## src/rtl/ihf_pkg.sv

```systemverilog
// ============================================================================
// ihf_pkg - shared types and constants of the IPv4 receive header filter
// Holds the request records of both channels, the per-packet record that the
// front end hands to the back end, the verdict codes and the register indexes.
// ============================================================================
package ihf_pkg;

    // Packet geometry
    localparam int MAX_PACKET_BYTES = 2047;
    localparam int HEADER_BYTES     = 20;
    localparam int POS_W            = $clog2(MAX_PACKET_BYTES + 1);
    localparam int PAYLOAD_W        = 11;

    // Header byte offsets
    localparam logic [POS_W-1:0] PROTO_POS   = POS_W'(9);
    localparam logic [POS_W-1:0] CSUM_LO_POS = POS_W'(11);
    localparam logic [POS_W-1:0] SRC_FIRST   = POS_W'(12);
    localparam logic [POS_W-1:0] SRC_LAST    = POS_W'(15);
    localparam logic [POS_W-1:0] DST_FIRST   = POS_W'(16);
    localparam logic [POS_W-1:0] DST_LAST    = POS_W'(19);
    localparam logic [POS_W-1:0] HDR_LEN     = POS_W'(HEADER_BYTES);
    localparam logic [POS_W-1:0] POS_MAX     = POS_W'(MAX_PACKET_BYTES);

    // Checksum and multicast constants
    localparam int SUM_W = 20;
    localparam logic [7:0] MCAST_MASK  = 8'hF0;
    localparam logic [7:0] MCAST_VALUE = 8'hE0;

    // Queue between front and back end
    localparam int QUEUE_DEPTH = 2;
    localparam int QPTR_W      = (QUEUE_DEPTH > 1) ? $clog2(QUEUE_DEPTH) : 1;
    localparam int QCNT_W      = $clog2(QUEUE_DEPTH + 1);

    // Configuration register indexes
    localparam int CFG_INDEX_W = 1;
    localparam logic [CFG_INDEX_W-1:0] REG_OWN_ADDRESS     = 1'd0;
    localparam logic [CFG_INDEX_W-1:0] REG_WANTED_PROTOCOL = 1'd1;
    localparam int CFG_DATA_W = 32;

    typedef enum logic [2:0] {
        VERDICT_ACCEPTED    = 3'd0,
        VERDICT_TOO_SHORT   = 3'd1,
        VERDICT_BAD_CSUM    = 3'd2,
        VERDICT_WRONG_DEST  = 3'd3,
        VERDICT_WRONG_PROTO = 3'd4
    } verdict_t;

    typedef struct packed {
        logic [7:0] packet_byte;
        logic       last_byte;
    } in_item_t;

    typedef struct packed {
        verdict_t               verdict;
        logic [31:0]            source_address;
        logic [PAYLOAD_W-1:0]   payload_length;
    } out_item_t;

    // Everything the back end needs to judge one packet
    typedef struct packed {
        logic [POS_W-1:0] byte_count;
        logic [SUM_W-1:0] word_sum;
        logic [15:0]      received_checksum;
        logic [7:0]       protocol;
        logic [31:0]      source;
        logic [31:0]      destination;
    } hdr_rec_t;

endpackage

```

## src/rtl/ipv4_receive_header_filter.sv

```systemverilog
// ============================================================================
// ipv4_receive_header_filter - IPv4 receive header check and filter
// Judges each received IPv4 packet by header checksum, destination and
// protocol, and reports the source address and payload length.
// ============================================================================
//
//  channel   handshake         request                    when taken
//  -------   ---------------   ------------------------   ----------------------
//  input     push / full       item: byte + last mark     push && !full
//  result    empty / pop       result: verdict, source,   pop && !empty
//                              payload length
//  config    cfg_write         cfg_index, cfg_data        cfg_write (no wait)
//
//  One byte is taken every cycle while full is low; per-byte work is one
//  header-word add and a field capture in the front end. A packet's result
//  shows on the result ports once its record has crossed the two-entry queue
//  and the back end has registered the verdict.
//  full rises only when two packet records wait behind an untaken result.
//  Reset clears the byte counter, header state, queue, output valid flag and
//  both configuration registers; no clearing pass is needed.
//
module ipv4_receive_header_filter (
    input  logic                                clk,
    input  logic                                rst_n,
    // byte input, queue style
    input  logic                                push,
    output logic                                full,
    input  ihf_pkg::in_item_t                   item,
    // result output, queue style
    output logic                                empty,
    input  logic                                pop,
    output ihf_pkg::out_item_t                  result,
    // configuration writes
    input  logic                                cfg_write,
    input  logic [ihf_pkg::CFG_INDEX_W-1:0]     cfg_index,
    input  logic [ihf_pkg::CFG_DATA_W-1:0]      cfg_data
);

    logic               accept;
    logic               rec_push;
    ihf_pkg::hdr_rec_t  front_rec;
    logic               q_full;
    logic               q_valid;
    logic               q_pop;
    ihf_pkg::hdr_rec_t  q_head;

    // Hold input whenever the queue has no room for a packet record
    assign full   = q_full;
    assign accept = push && !q_full;

    // Front end: count bytes, sum header words, capture fields
    ihf_front u_front (
        .clk      (clk),
        .rst_n    (rst_n),
        .accept   (accept),
        .item     (item),
        .rec_push (rec_push),
        .rec      (front_rec)
    );

    // Decouple the front end from the verdict stage
    ihf_queue u_queue (
        .clk      (clk),
        .rst_n    (rst_n),
        .push     (rec_push),
        .push_rec (front_rec),
        .full     (q_full),
        .pop      (q_pop),
        .valid    (q_valid),
        .head     (q_head)
    );

    // Back end: judge the packet, hold the result until popped
    ihf_back u_back (
        .clk       (clk),
        .rst_n     (rst_n),
        .cfg_write (cfg_write),
        .cfg_index (cfg_index),
        .cfg_data  (cfg_data),
        .rec_valid (q_valid),
        .rec       (q_head),
        .rec_pop   (q_pop),
        .empty     (empty),
        .pop       (pop),
        .result    (result)
    );

endmodule

```

## src/rtl/ihf_front.sv

```systemverilog
// ============================================================================
// ihf_front - byte front end of the IPv4 receive header filter
// Counts packet bytes, sums header words and captures the header fields; on
// the last byte emits one packet record and clears for the next packet.
// ============================================================================
module ihf_front (
    input  logic               clk,
    input  logic               rst_n,
    input  logic               accept,
    input  ihf_pkg::in_item_t  item,
    output logic               rec_push,
    output ihf_pkg::hdr_rec_t  rec
);

    logic [ihf_pkg::POS_W-1:0] pos_reg, pos_next;
    logic [ihf_pkg::SUM_W-1:0] sum_reg, sum_next;
    logic [7:0]                hi_reg, hi_next;
    logic [15:0]               csum_reg, csum_next;
    logic [7:0]                proto_reg, proto_next;
    logic [31:0]               src_reg, src_next;
    logic [31:0]               dst_reg, dst_next;

    logic [ihf_pkg::POS_W-1:0] cap_pos;
    logic [ihf_pkg::SUM_W-1:0] cap_sum;
    logic [7:0]                cap_hi;
    logic [15:0]               cap_csum;
    logic [7:0]                cap_proto;
    logic [31:0]               cap_src;
    logic [31:0]               cap_dst;
    logic [15:0]               word;

    assign word = {hi_reg, item.packet_byte};

    // Fold the current byte into the header state
    always_comb
    begin
        cap_pos   = pos_reg;
        cap_sum   = sum_reg;
        cap_hi    = hi_reg;
        cap_csum  = csum_reg;
        cap_proto = proto_reg;
        cap_src   = src_reg;
        cap_dst   = dst_reg;
        if (pos_reg < ihf_pkg::HDR_LEN)
        begin
            if (!pos_reg[0])
            begin
                cap_hi = item.packet_byte;
            end
            else if (pos_reg == ihf_pkg::CSUM_LO_POS)
            begin
                cap_csum = word;
            end
            else
            begin
                cap_sum = sum_reg + ihf_pkg::SUM_W'(word);
            end
            if (pos_reg == ihf_pkg::PROTO_POS)
            begin
                cap_proto = item.packet_byte;
            end
            if (pos_reg >= ihf_pkg::SRC_FIRST && pos_reg <= ihf_pkg::SRC_LAST)
            begin
                cap_src = {src_reg[23:0], item.packet_byte};
            end
            if (pos_reg >= ihf_pkg::DST_FIRST && pos_reg <= ihf_pkg::DST_LAST)
            begin
                cap_dst = {dst_reg[23:0], item.packet_byte};
            end
        end
        // Saturate the count at its top value
        if (pos_reg != ihf_pkg::POS_MAX)
        begin
            cap_pos = pos_reg + 1'b1;
        end
    end

    // Advance on each byte, clear after the last one
    always_comb
    begin
        pos_next   = pos_reg;
        sum_next   = sum_reg;
        hi_next    = hi_reg;
        csum_next  = csum_reg;
        proto_next = proto_reg;
        src_next   = src_reg;
        dst_next   = dst_reg;
        if (accept)
        begin
            if (item.last_byte)
            begin
                pos_next   = '0;
                sum_next   = '0;
                hi_next    = '0;
                csum_next  = '0;
                proto_next = '0;
                src_next   = '0;
                dst_next   = '0;
            end
            else
            begin
                pos_next   = cap_pos;
                sum_next   = cap_sum;
                hi_next    = cap_hi;
                csum_next  = cap_csum;
                proto_next = cap_proto;
                src_next   = cap_src;
                dst_next   = cap_dst;
            end
        end
    end

    always_ff @(posedge clk or negedge rst_n)
    begin
        if (!rst_n)
        begin
            pos_reg   <= '0;
            sum_reg   <= '0;
            hi_reg    <= '0;
            csum_reg  <= '0;
            proto_reg <= '0;
            src_reg   <= '0;
            dst_reg   <= '0;
        end
        else
        begin
            pos_reg   <= pos_next;
            sum_reg   <= sum_next;
            hi_reg    <= hi_next;
            csum_reg  <= csum_next;
            proto_reg <= proto_next;
            src_reg   <= src_next;
            dst_reg   <= dst_next;
        end
    end

    assign rec_push              = accept && item.last_byte;
    assign rec.byte_count        = cap_pos;
    assign rec.word_sum          = cap_sum;
    assign rec.received_checksum = cap_csum;
    assign rec.protocol          = cap_proto;
    assign rec.source            = cap_src;
    assign rec.destination       = cap_dst;

endmodule

```

## src/rtl/ihf_queue.sv

```systemverilog
// ============================================================================
// ihf_queue - packet record queue between front and back end
// A short first-in first-out queue of packet records.
// ============================================================================
module ihf_queue (
    input  logic               clk,
    input  logic               rst_n,
    input  logic               push,
    input  ihf_pkg::hdr_rec_t  push_rec,
    output logic               full,
    input  logic               pop,
    output logic               valid,
    output ihf_pkg::hdr_rec_t  head
);

    ihf_pkg::hdr_rec_t           slot_reg [ihf_pkg::QUEUE_DEPTH];
    logic [ihf_pkg::QPTR_W-1:0]  wr_ptr_reg, wr_ptr_next;
    logic [ihf_pkg::QPTR_W-1:0]  rd_ptr_reg, rd_ptr_next;
    logic [ihf_pkg::QCNT_W-1:0]  count_reg, count_next;
    logic                        do_push;
    logic                        do_pop;

    assign full    = (count_reg == ihf_pkg::QCNT_W'(ihf_pkg::QUEUE_DEPTH));
    assign valid   = (count_reg != '0);
    assign do_push = push && !full;
    assign do_pop  = pop && valid;
    assign head    = slot_reg[rd_ptr_reg];

    function automatic logic [ihf_pkg::QPTR_W-1:0] wrap_inc(
        input logic [ihf_pkg::QPTR_W-1:0] ptr
    );
        if (ptr == ihf_pkg::QPTR_W'(ihf_pkg::QUEUE_DEPTH - 1))
        begin
            return '0;
        end
        return ptr + 1'b1;
    endfunction

    always_comb
    begin
        wr_ptr_next = do_push ? wrap_inc(wr_ptr_reg) : wr_ptr_reg;
        rd_ptr_next = do_pop  ? wrap_inc(rd_ptr_reg) : rd_ptr_reg;
        count_next  = count_reg;
        if (do_push && !do_pop)
        begin
            count_next = count_reg + 1'b1;
        end
        else if (do_pop && !do_push)
        begin
            count_next = count_reg - 1'b1;
        end
    end

    always_ff @(posedge clk or negedge rst_n)
    begin
        if (!rst_n)
        begin
            wr_ptr_reg <= '0;
            rd_ptr_reg <= '0;
            count_reg  <= '0;
        end
        else
        begin
            wr_ptr_reg <= wr_ptr_next;
            rd_ptr_reg <= rd_ptr_next;
            count_reg  <= count_next;
        end
    end

    always_ff @(posedge clk)
    begin
        if (do_push)
        begin
            slot_reg[wr_ptr_reg] <= push_rec;
        end
    end

endmodule

```

## src/rtl/ihf_back.sv

```systemverilog
// ============================================================================
// ihf_back - verdict back end of the IPv4 receive header filter
// Holds the configuration registers, judges one packet record per cycle while the
// output register is free or drained, and keeps each result there until taken.
// ============================================================================
module ihf_back (
    input  logic                                clk,
    input  logic                                rst_n,
    input  logic                                cfg_write,
    input  logic [ihf_pkg::CFG_INDEX_W-1:0]     cfg_index,
    input  logic [ihf_pkg::CFG_DATA_W-1:0]      cfg_data,
    input  logic                                rec_valid,
    input  ihf_pkg::hdr_rec_t                   rec,
    output logic                                rec_pop,
    output logic                                empty,
    input  logic                                pop,
    output ihf_pkg::out_item_t                  result
);

    logic [31:0]          own_address_reg;
    logic [7:0]           wanted_protocol_reg;
    logic                 out_valid_reg, out_valid_next;
    ihf_pkg::out_item_t   out_reg, out_next;

    logic [16:0]          fold1;
    logic [16:0]          fold2;
    logic                 csum_ok;
    logic                 dest_ok;
    logic                 too_short;
    ihf_pkg::verdict_t    verdict;

    // One's-complement fold of the header sum, done twice
    assign fold1 = 17'(rec.word_sum[15:0]) + 17'(rec.word_sum[ihf_pkg::SUM_W-1:16]);
    assign fold2 = 17'(fold1[15:0]) + 17'(fold1[16]);
    assign csum_ok = (~fold2[15:0]) == rec.received_checksum;
    assign dest_ok = (rec.destination == own_address_reg) ||
                     ((rec.destination[31:24] & ihf_pkg::MCAST_MASK) == ihf_pkg::MCAST_VALUE);
    assign too_short = rec.byte_count < ihf_pkg::HDR_LEN;

    always_comb
    begin
        priority if (too_short)
        begin
            verdict = ihf_pkg::VERDICT_TOO_SHORT;
        end
        else if (!csum_ok)
        begin
            verdict = ihf_pkg::VERDICT_BAD_CSUM;
        end
        else if (!dest_ok)
        begin
            verdict = ihf_pkg::VERDICT_WRONG_DEST;
        end
        else if (rec.protocol != wanted_protocol_reg)
        begin
            verdict = ihf_pkg::VERDICT_WRONG_PROTO;
        end
        else
        begin
            verdict = ihf_pkg::VERDICT_ACCEPTED;
        end
    end

    // Take a record whenever the output register is free or being drained
    assign rec_pop = rec_valid && (!out_valid_reg || pop);
    assign empty   = !out_valid_reg;
    assign result  = out_reg;

    always_comb
    begin
        out_valid_next = out_valid_reg;
        out_next       = out_reg;
        if (out_valid_reg && pop)
        begin
            out_valid_next = 1'b0;
        end
        if (rec_pop)
        begin
            out_valid_next         = 1'b1;
            out_next.verdict       = verdict;
            if (too_short)
            begin
                out_next.source_address = '0;
                out_next.payload_length = '0;
            end
            else
            begin
                out_next.source_address = rec.source;
                out_next.payload_length =
                    ihf_pkg::PAYLOAD_W'(rec.byte_count - ihf_pkg::HDR_LEN);
            end
        end
    end

    always_ff @(posedge clk or negedge rst_n)
    begin
        if (!rst_n)
        begin
            own_address_reg     <= '0;
            wanted_protocol_reg <= '0;
            out_valid_reg       <= 1'b0;
        end
        else
        begin
            out_valid_reg <= out_valid_next;
            if (cfg_write)
            begin
                unique case (cfg_index)
                    ihf_pkg::REG_OWN_ADDRESS:
                    begin
                        own_address_reg <= cfg_data[31:0];
                    end
                    ihf_pkg::REG_WANTED_PROTOCOL:
                    begin
                        wanted_protocol_reg <= cfg_data[7:0];
                    end
                    default:
                    begin
                        own_address_reg <= own_address_reg;
                    end
                endcase
            end
        end
    end

    always_ff @(posedge clk)
    begin
        out_reg <= out_next;
    end

endmodule

```

## config.mk

```make
export PLATFORM = sky130hd
export DESIGN_NAME = ipv4_receive_header_filter
export DESIGN_NICKNAME = d
export VERILOG_FILES = /design/src/rtl/ihf_pkg.sv /design/src/rtl/ipv4_receive_header_filter.sv /design/src/rtl/ihf_front.sv /design/src/rtl/ihf_queue.sv /design/src/rtl/ihf_back.sv
export SDC_FILE = /design/constraint.sdc
export NUM_CORES = 1
export LEC_CHECK = 0
export BUFFER_PORTS_ARGS = -buffer_cell sky130_fd_sc_hd__buf_2
export CAP_MARGIN = 20
export CORE_MARGIN = 2
export CORE_UTILIZATION = 60
export CTS_BUF_LIST = sky130_fd_sc_hd__clkbuf_8
export CTS_CLUSTER_DIAMETER = 50
export DETAILED_ROUTE_END_ITERATION = 12
export GPL_TIMING_DRIVEN = 0
export PLACE_DENSITY_LB_ADDON = 0.15
export SYNTH_ARGS = -nofsm -noshare
export SYNTH_HDL_FRONTEND = slang
export SYNTH_HIERARCHICAL = 1
export SYNTH_SLANG_ARGS = --single-unit
```

## constraint.sdc

```tcl
create_clock -name clk -period 9.7 [get_ports clk]
set_input_delay 1.455 -clock clk [delete_from_list [all_inputs] [get_ports clk]]
set_output_delay 1.455 -clock clk [all_outputs]
set_load 0.02 [all_outputs]
```

# Word-level counts from Yosys, hierarchy flattened

Memory sizes are Yosys's and may differ from the RTL's.
Cells that the tools add are included.

Flip-flop bits (word level): 218
Bits in writable memories: 238
Input port bits: 47
Output and inout port bits: 48
Memories kept: 1

Memory list:

| memory           | words | bits a word | read ports | clocked after Yosys merged registers in | write ports | line            | RTL |
|---|---|---|---|---|---|---|---|
| u_queue.slot_reg | 2     | 119         | 1          | 0                                       | 1           | ihf_queue.sv:16 | `ihf_pkg::hdr_rec_t slot_reg [ihf_pkg::QUEUE_DEPTH];` |

$add $sub $neg: 9
Magnitude comparators: 6
Equal/unequal tests: 9
Muxes and demuxes: 37
Bitwise logic cells: 4
Reductions and logical operators: 24

Operator list:

| kind                                                                                  | count |
|---|---|
| 32-bit two-way mux                                                                    | 6 |
| 20-bit two-way mux                                                                    | 4 |
| 16-bit two-way mux                                                                    | 4 |
| 8-bit two-way mux                                                                     | 6 |
| 32-bit == test                                                                        | 1 |
| 11-bit by 4-bit == test with 1-bit output (second input constant)                     | 2 |
| 11-bit by 5-bit less-than comparator with 1-bit output (second input constant)        | 2 |
| 11-bit two-way mux                                                                    | 2 |
| 20-bit by 16-bit adder with 20-bit output                                             | 1 |
| 16-bit by 4-bit adder with 17-bit output                                              | 1 |
| 16-bit by 1-bit adder with 16-bit output                                              | 1 |
| 16-bit == test                                                                        | 1 |
| 16-bit inverter                                                                       | 1 |
| 11-bit by 1-bit adder with 11-bit output (second input constant)                      | 1 |
| 11-bit by 4-bit greater-or-equal comparator with 1-bit output (second input constant) | 1 |
| 11-bit by 5-bit greater-or-equal comparator with 1-bit output (second input constant) | 1 |
| 11-bit by 4-bit less-or-equal comparator with 1-bit output (second input constant)    | 1 |
| 11-bit by 5-bit less-or-equal comparator with 1-bit output (second input constant)    | 1 |
| 11-bit != test (second input constant)                                                | 1 |
| 11-bit by 5-bit subtractor with 11-bit output (second input constant)                 | 1 |
| 1-bit logical AND                                                                     | 10 |
| 1-bit two-way mux                                                                     | 10 |
| 2-bit two-way mux                                                                     | 4 |
| 8-bit != test                                                                         | 1 |
| other kinds (14)                                                                      | 25 |

# Longest topological paths before layout

Depth in word-level cells: 9
Gate-level depth with buffers: 19
Gate-level depth less buffers: 18

# By module

Netlist, hierarchy kept.

By module, submodules not included:

| module                     | times used | cells an instance | area each (µm²) | seq. area each (µm²) |
|---|---|---|---|---|
| ihf_queue                  | 1          | 389               | 8818.5          | 7247.0 |
| ihf_front                  | 1          | 881               | 7592.3          | 3178.0 |
| ihf_back                   | 1          | 427               | 5004.8          | 2407.3 |
| ipv4_receive_header_filter | 1          | 1                 | 13.8            | 0.0 |

# Least setup slack after synthesis

OpenSTA, ideal clock, no wires.

Path type: input -> register
Start: in item[0] (netlist bit)
End: mem u_queue/slot_reg[0][0] (netlist bit), enable pin
Library setup time: 598 ps
Arrival: 7408 ps
Setup slack: 1693 ps
Stages: 6
Path buffers: 2
Cell sequence: clkbuf_1 clkinv_1 clkbuf_1 nor2_1 nand2_1 nor2_1

Cells in the longest elaborated chain, start to end: 4

RTL lines:

| element                                 | line                             | RTL |
|---|---|---|
| start, declared                         | ipv4_receive_header_filter.sv:28 | `input ihf_pkg::in_item_t item,` |
| 1-bit logical AND                       | ihf_front.sv:137                 | `assign rec_push = accept && item.last_byte;` |
| net rec_push                            | ipv4_receive_header_filter.sv:40 | `logic rec_push;` |
| 1-bit logical AND                       | ihf_queue.sv:25                  | `assign do_push = push && !full;` |
| 1-bit two-way mux                       | ihf_queue.sv:72                  | `if (do_push)` |
| 1-bit two-way mux (not written as such) | ihf_queue.sv:74                  | `slot_reg[wr_ptr_reg] <= push_rec;` |
| end, declared                           | ihf_queue.sv:16                  |  |

The timed path passes the listed nets, and every way through them passes these cells.

==> results_dict.tcl <==
set metrics [dict create \
    status "finished clean" \
    gp_congestion 0.915 \
    drt-total-wl_um 49300 \
    area_delta_synth_final_pct 12.8 \
    clkTransAtPathRegs_ns 0.07 \
    setup_violations 0 \
    finalSetupTns_ns 0 \
    post_route_cells_drive_above_1_share 0.230 \
    syn_area_per_cell_um2 12.6 \
    cap_violations 0 \
    ios 95 \
    vias 14100 \
    cts-root-buf "clkbuf_8" \
    numPortBuffers 93 \
    core-area_mm2 0.0354 \
    cpPeakStageDelay_ns 0.40 \
    layout_common_cells "nand2_1 (306), edfxtp_1 (284), mux2_2 (185)" \
    first_pass_iters 5 \
    die_area_mm2 0.0372 \
    largest_reg_flops 238 \
    hpwlAfterDp_um 34400 \
    crit_type "reg2reg" \
    yosysSeqAreaShare 0.599 \
    fp-row-count 69 \
    via_per_inst 5.89 \
    slowest_stage "o31ai_4" \
    cts_tree "done" \
    drcViolationCount 0 \
    yosysTopAreaCellShare 0.398 \
    worst_skew_pair.late_latency_ns 0.64 \
    cts-resized-gates 0 \
    worstSetupEndpointType "register" \
    synth_flop_cell "edfxtp_1" \
    placed_cells 2260 \
    grt_usage 0.270 \
    h-tree-depth 3 \
    start_util 0.605 \
    power.leakage_nw 9.75 \
    fin_crit_sh 0.483 \
    numCtsBuffers 76 \
    overflow 0 \
    synth_cell_types 85 \
    timing.final.hold_violations 0 \
    postSynth.asyncResetShare 0.377 \
    critPathMaxFanout 10 \
    yosysWarnings 6 \
    hold_buffers 0 \
    post_cts_buffers 0 \
    finClkSkew_ns 0.0411 \
    die_y_um 193 \
    final_cells 2401 \
    finalWorstSetupSlack_ns 5.02 \
    yosys-top-cells-area "edfxtp_1 (40%), dfrtp_1 (20%), mux2_2 (9.7%)" \
    rsz0062_at_grt "false" \
    crit_chain "buf_2 > mux2_2 > ha_1 > inv_1 > fa_1 > nor2b_4 > o31ai_4 > nor2_1 > and3_1 > ha_1 > and3_1 > clkbuf_1 > nand2_4 > nor3_1 > a311o_1 > nor4_2 > nand3_1 > o21a_1" \
    p_per_area_mw_per_mm2 274 \
    start_kind "register" \
    grt_pass1_wl_um 76100 \
    netlist_instances 1698 \
    relSlewSlack 0.289 \
    synth-edff-count 284 \
    fmax_ghz 0.214 \
    die_x_um 193 \
    final_nets 1952 \
    synth_nets 1773 \
    antenna_found_initial 1 \
    timing.final.crit_period_ns 4.68 \
    routedWlPerCell_um 20.5 \
    drt-initial-drc-count 1062 \
    cp.required_ns 10.06 \
    ant_nets 0 \
    grt_max_degree 89 \
    cts_buffer_depth 3 \
    grt_pass1_vias 13900 \
    holdCritPathClass "reg2reg" \
    critPathArrivalTime_ns 5.04 \
    layout_commonest_cell "nand2_1" \
    yosys_register_bits 456 \
    tightest_slew_ns 1.06 \
    cts.sinks 456 \
    ir_worst_vdd_mv 0.244 \
    post-place-ws_ns 4.97 \
    drv_slew 0 \
    netlist_area_mm2 0.0214 \
    netlist.top_cell.by_area "edfxtp_1" \
]
[cell families (layout without fill, tap and decap cells)]
| kind of cell | count (synthesis) | count (layout) | share of synthesized area |
|---|---|---|---|
| and+or+nand+nor | 526 | 526 | 0.117 |
| DFF | 456 | 456 | 0.599 |
| AOI/OAI and AO/OA | 279 | 279 | 0.0983 |
| muxes | 191 | 191 | 0.100 |
| buffers and inverters | 113 | 354 | 0.0257 |
| xor gates and xnor gates | 105 | 105 | 0.0436 |
| adders and majority gates | 28 | 28 | 0.0170 |
| other | 0 | 1 | 0 |
[cell usage after synthesis, types with 4 or more instances]
library cell  count
mux2i_1           5
nor2b_1           7
or4_1             5
o31ai_1           5
ha_1             26
buf_1             4
and3_1            9
nor3_1           13
or2_2             4
nand2b_1          7
and4_1            6
mux2_2          185
nand2_1         306
a211oi_1          4
a21o_1            9
and2_1           38
o21ai_0          54
a21oi_1          29
a31oi_1           4
a22o_1           70
a22oi_1          19
buf_6            12
o2bb2ai_1        25
nor2_1           49
xnor2_1          53
clkbuf_1         62
nand3_1          20
a311o_1           4
dfrtp_1         172
buf_2            11
o21ai_1           6
xor2_1           51
o211ai_1          5
inv_1            20
nand4_1          13
o21a_1            7
or3_1             4
nor4_1           21
edfxtp_1        284
[stage by stage]
stage,util,hold slack [ns],power [mW],instance area [um2]
after floorplan,-,0.446,4.36,21400
after global placement,0.635,0.461,4.93,22500
after detailed placement,0.640,0.467,4.99,22700
after CTS,0.683,0.482,6.64,24200
after global routing,0.683,0.500,6.95,24200
final,0.683,0.483,6.61,24200
[per-layer routing]
layer  routed length, um  global-route usage  share of wire
met3                2930              0.0440          0.059
met4                1800               0.114          0.037
met2               23900               0.439           0.48
met1               20700               0.364           0.42
met5                   0                   0              0
[final timing paths]
kind	start	to	slack, ns	depth (start not counted)
worst min register to register	u_front/proto_reg[4]	u_front/proto_reg[4]	0.48	2
min in group asynchronous	rst_n	u_back/out_valid_reg	0.82	1
worst max-delay path	u_queue/rd_ptr_reg	u_back/result[44]	5.02	18
max in group asynchronous	rst_n	u_back/own_address_reg[27]	7.94	2
worst max register to register	u_queue/rd_ptr_reg	u_back/result[44]	5.02	18
worst min-delay path	u_front/proto_reg[4]	u_front/proto_reg[4]	0.48	2
[cell type report]
class,count,area (um2)
clock inverters,52,289
flip-flops and latches,456,12800
multi-input cells,1129,8070
clock buffers,88,1210
inverters,22,82.6
plain buffers,91,468
fillers,2611,11200
well taps,461,577
diodes,1,2.50
repair buffers,101,643
[report_power, final]
group	switching, mW	internal, mW	leakage, nW
registers	0.163	2.51	4.91
logic	1.37	0.928	3.97
clock network	0.755	0.885	0.864
total	2.29	4.32	9.75
[worst max-delay path: cells and delay by family, from the launching register on]
kind	cells	cell delay, ns
simple gates	8	1.40
compound gates	3	0.96
fa+ha+maj	3	0.70
buf+inv	3	0.59
mux	1	0.39
flops	1	0.37
No activity file was read; power rests on OpenSTA's default activity.
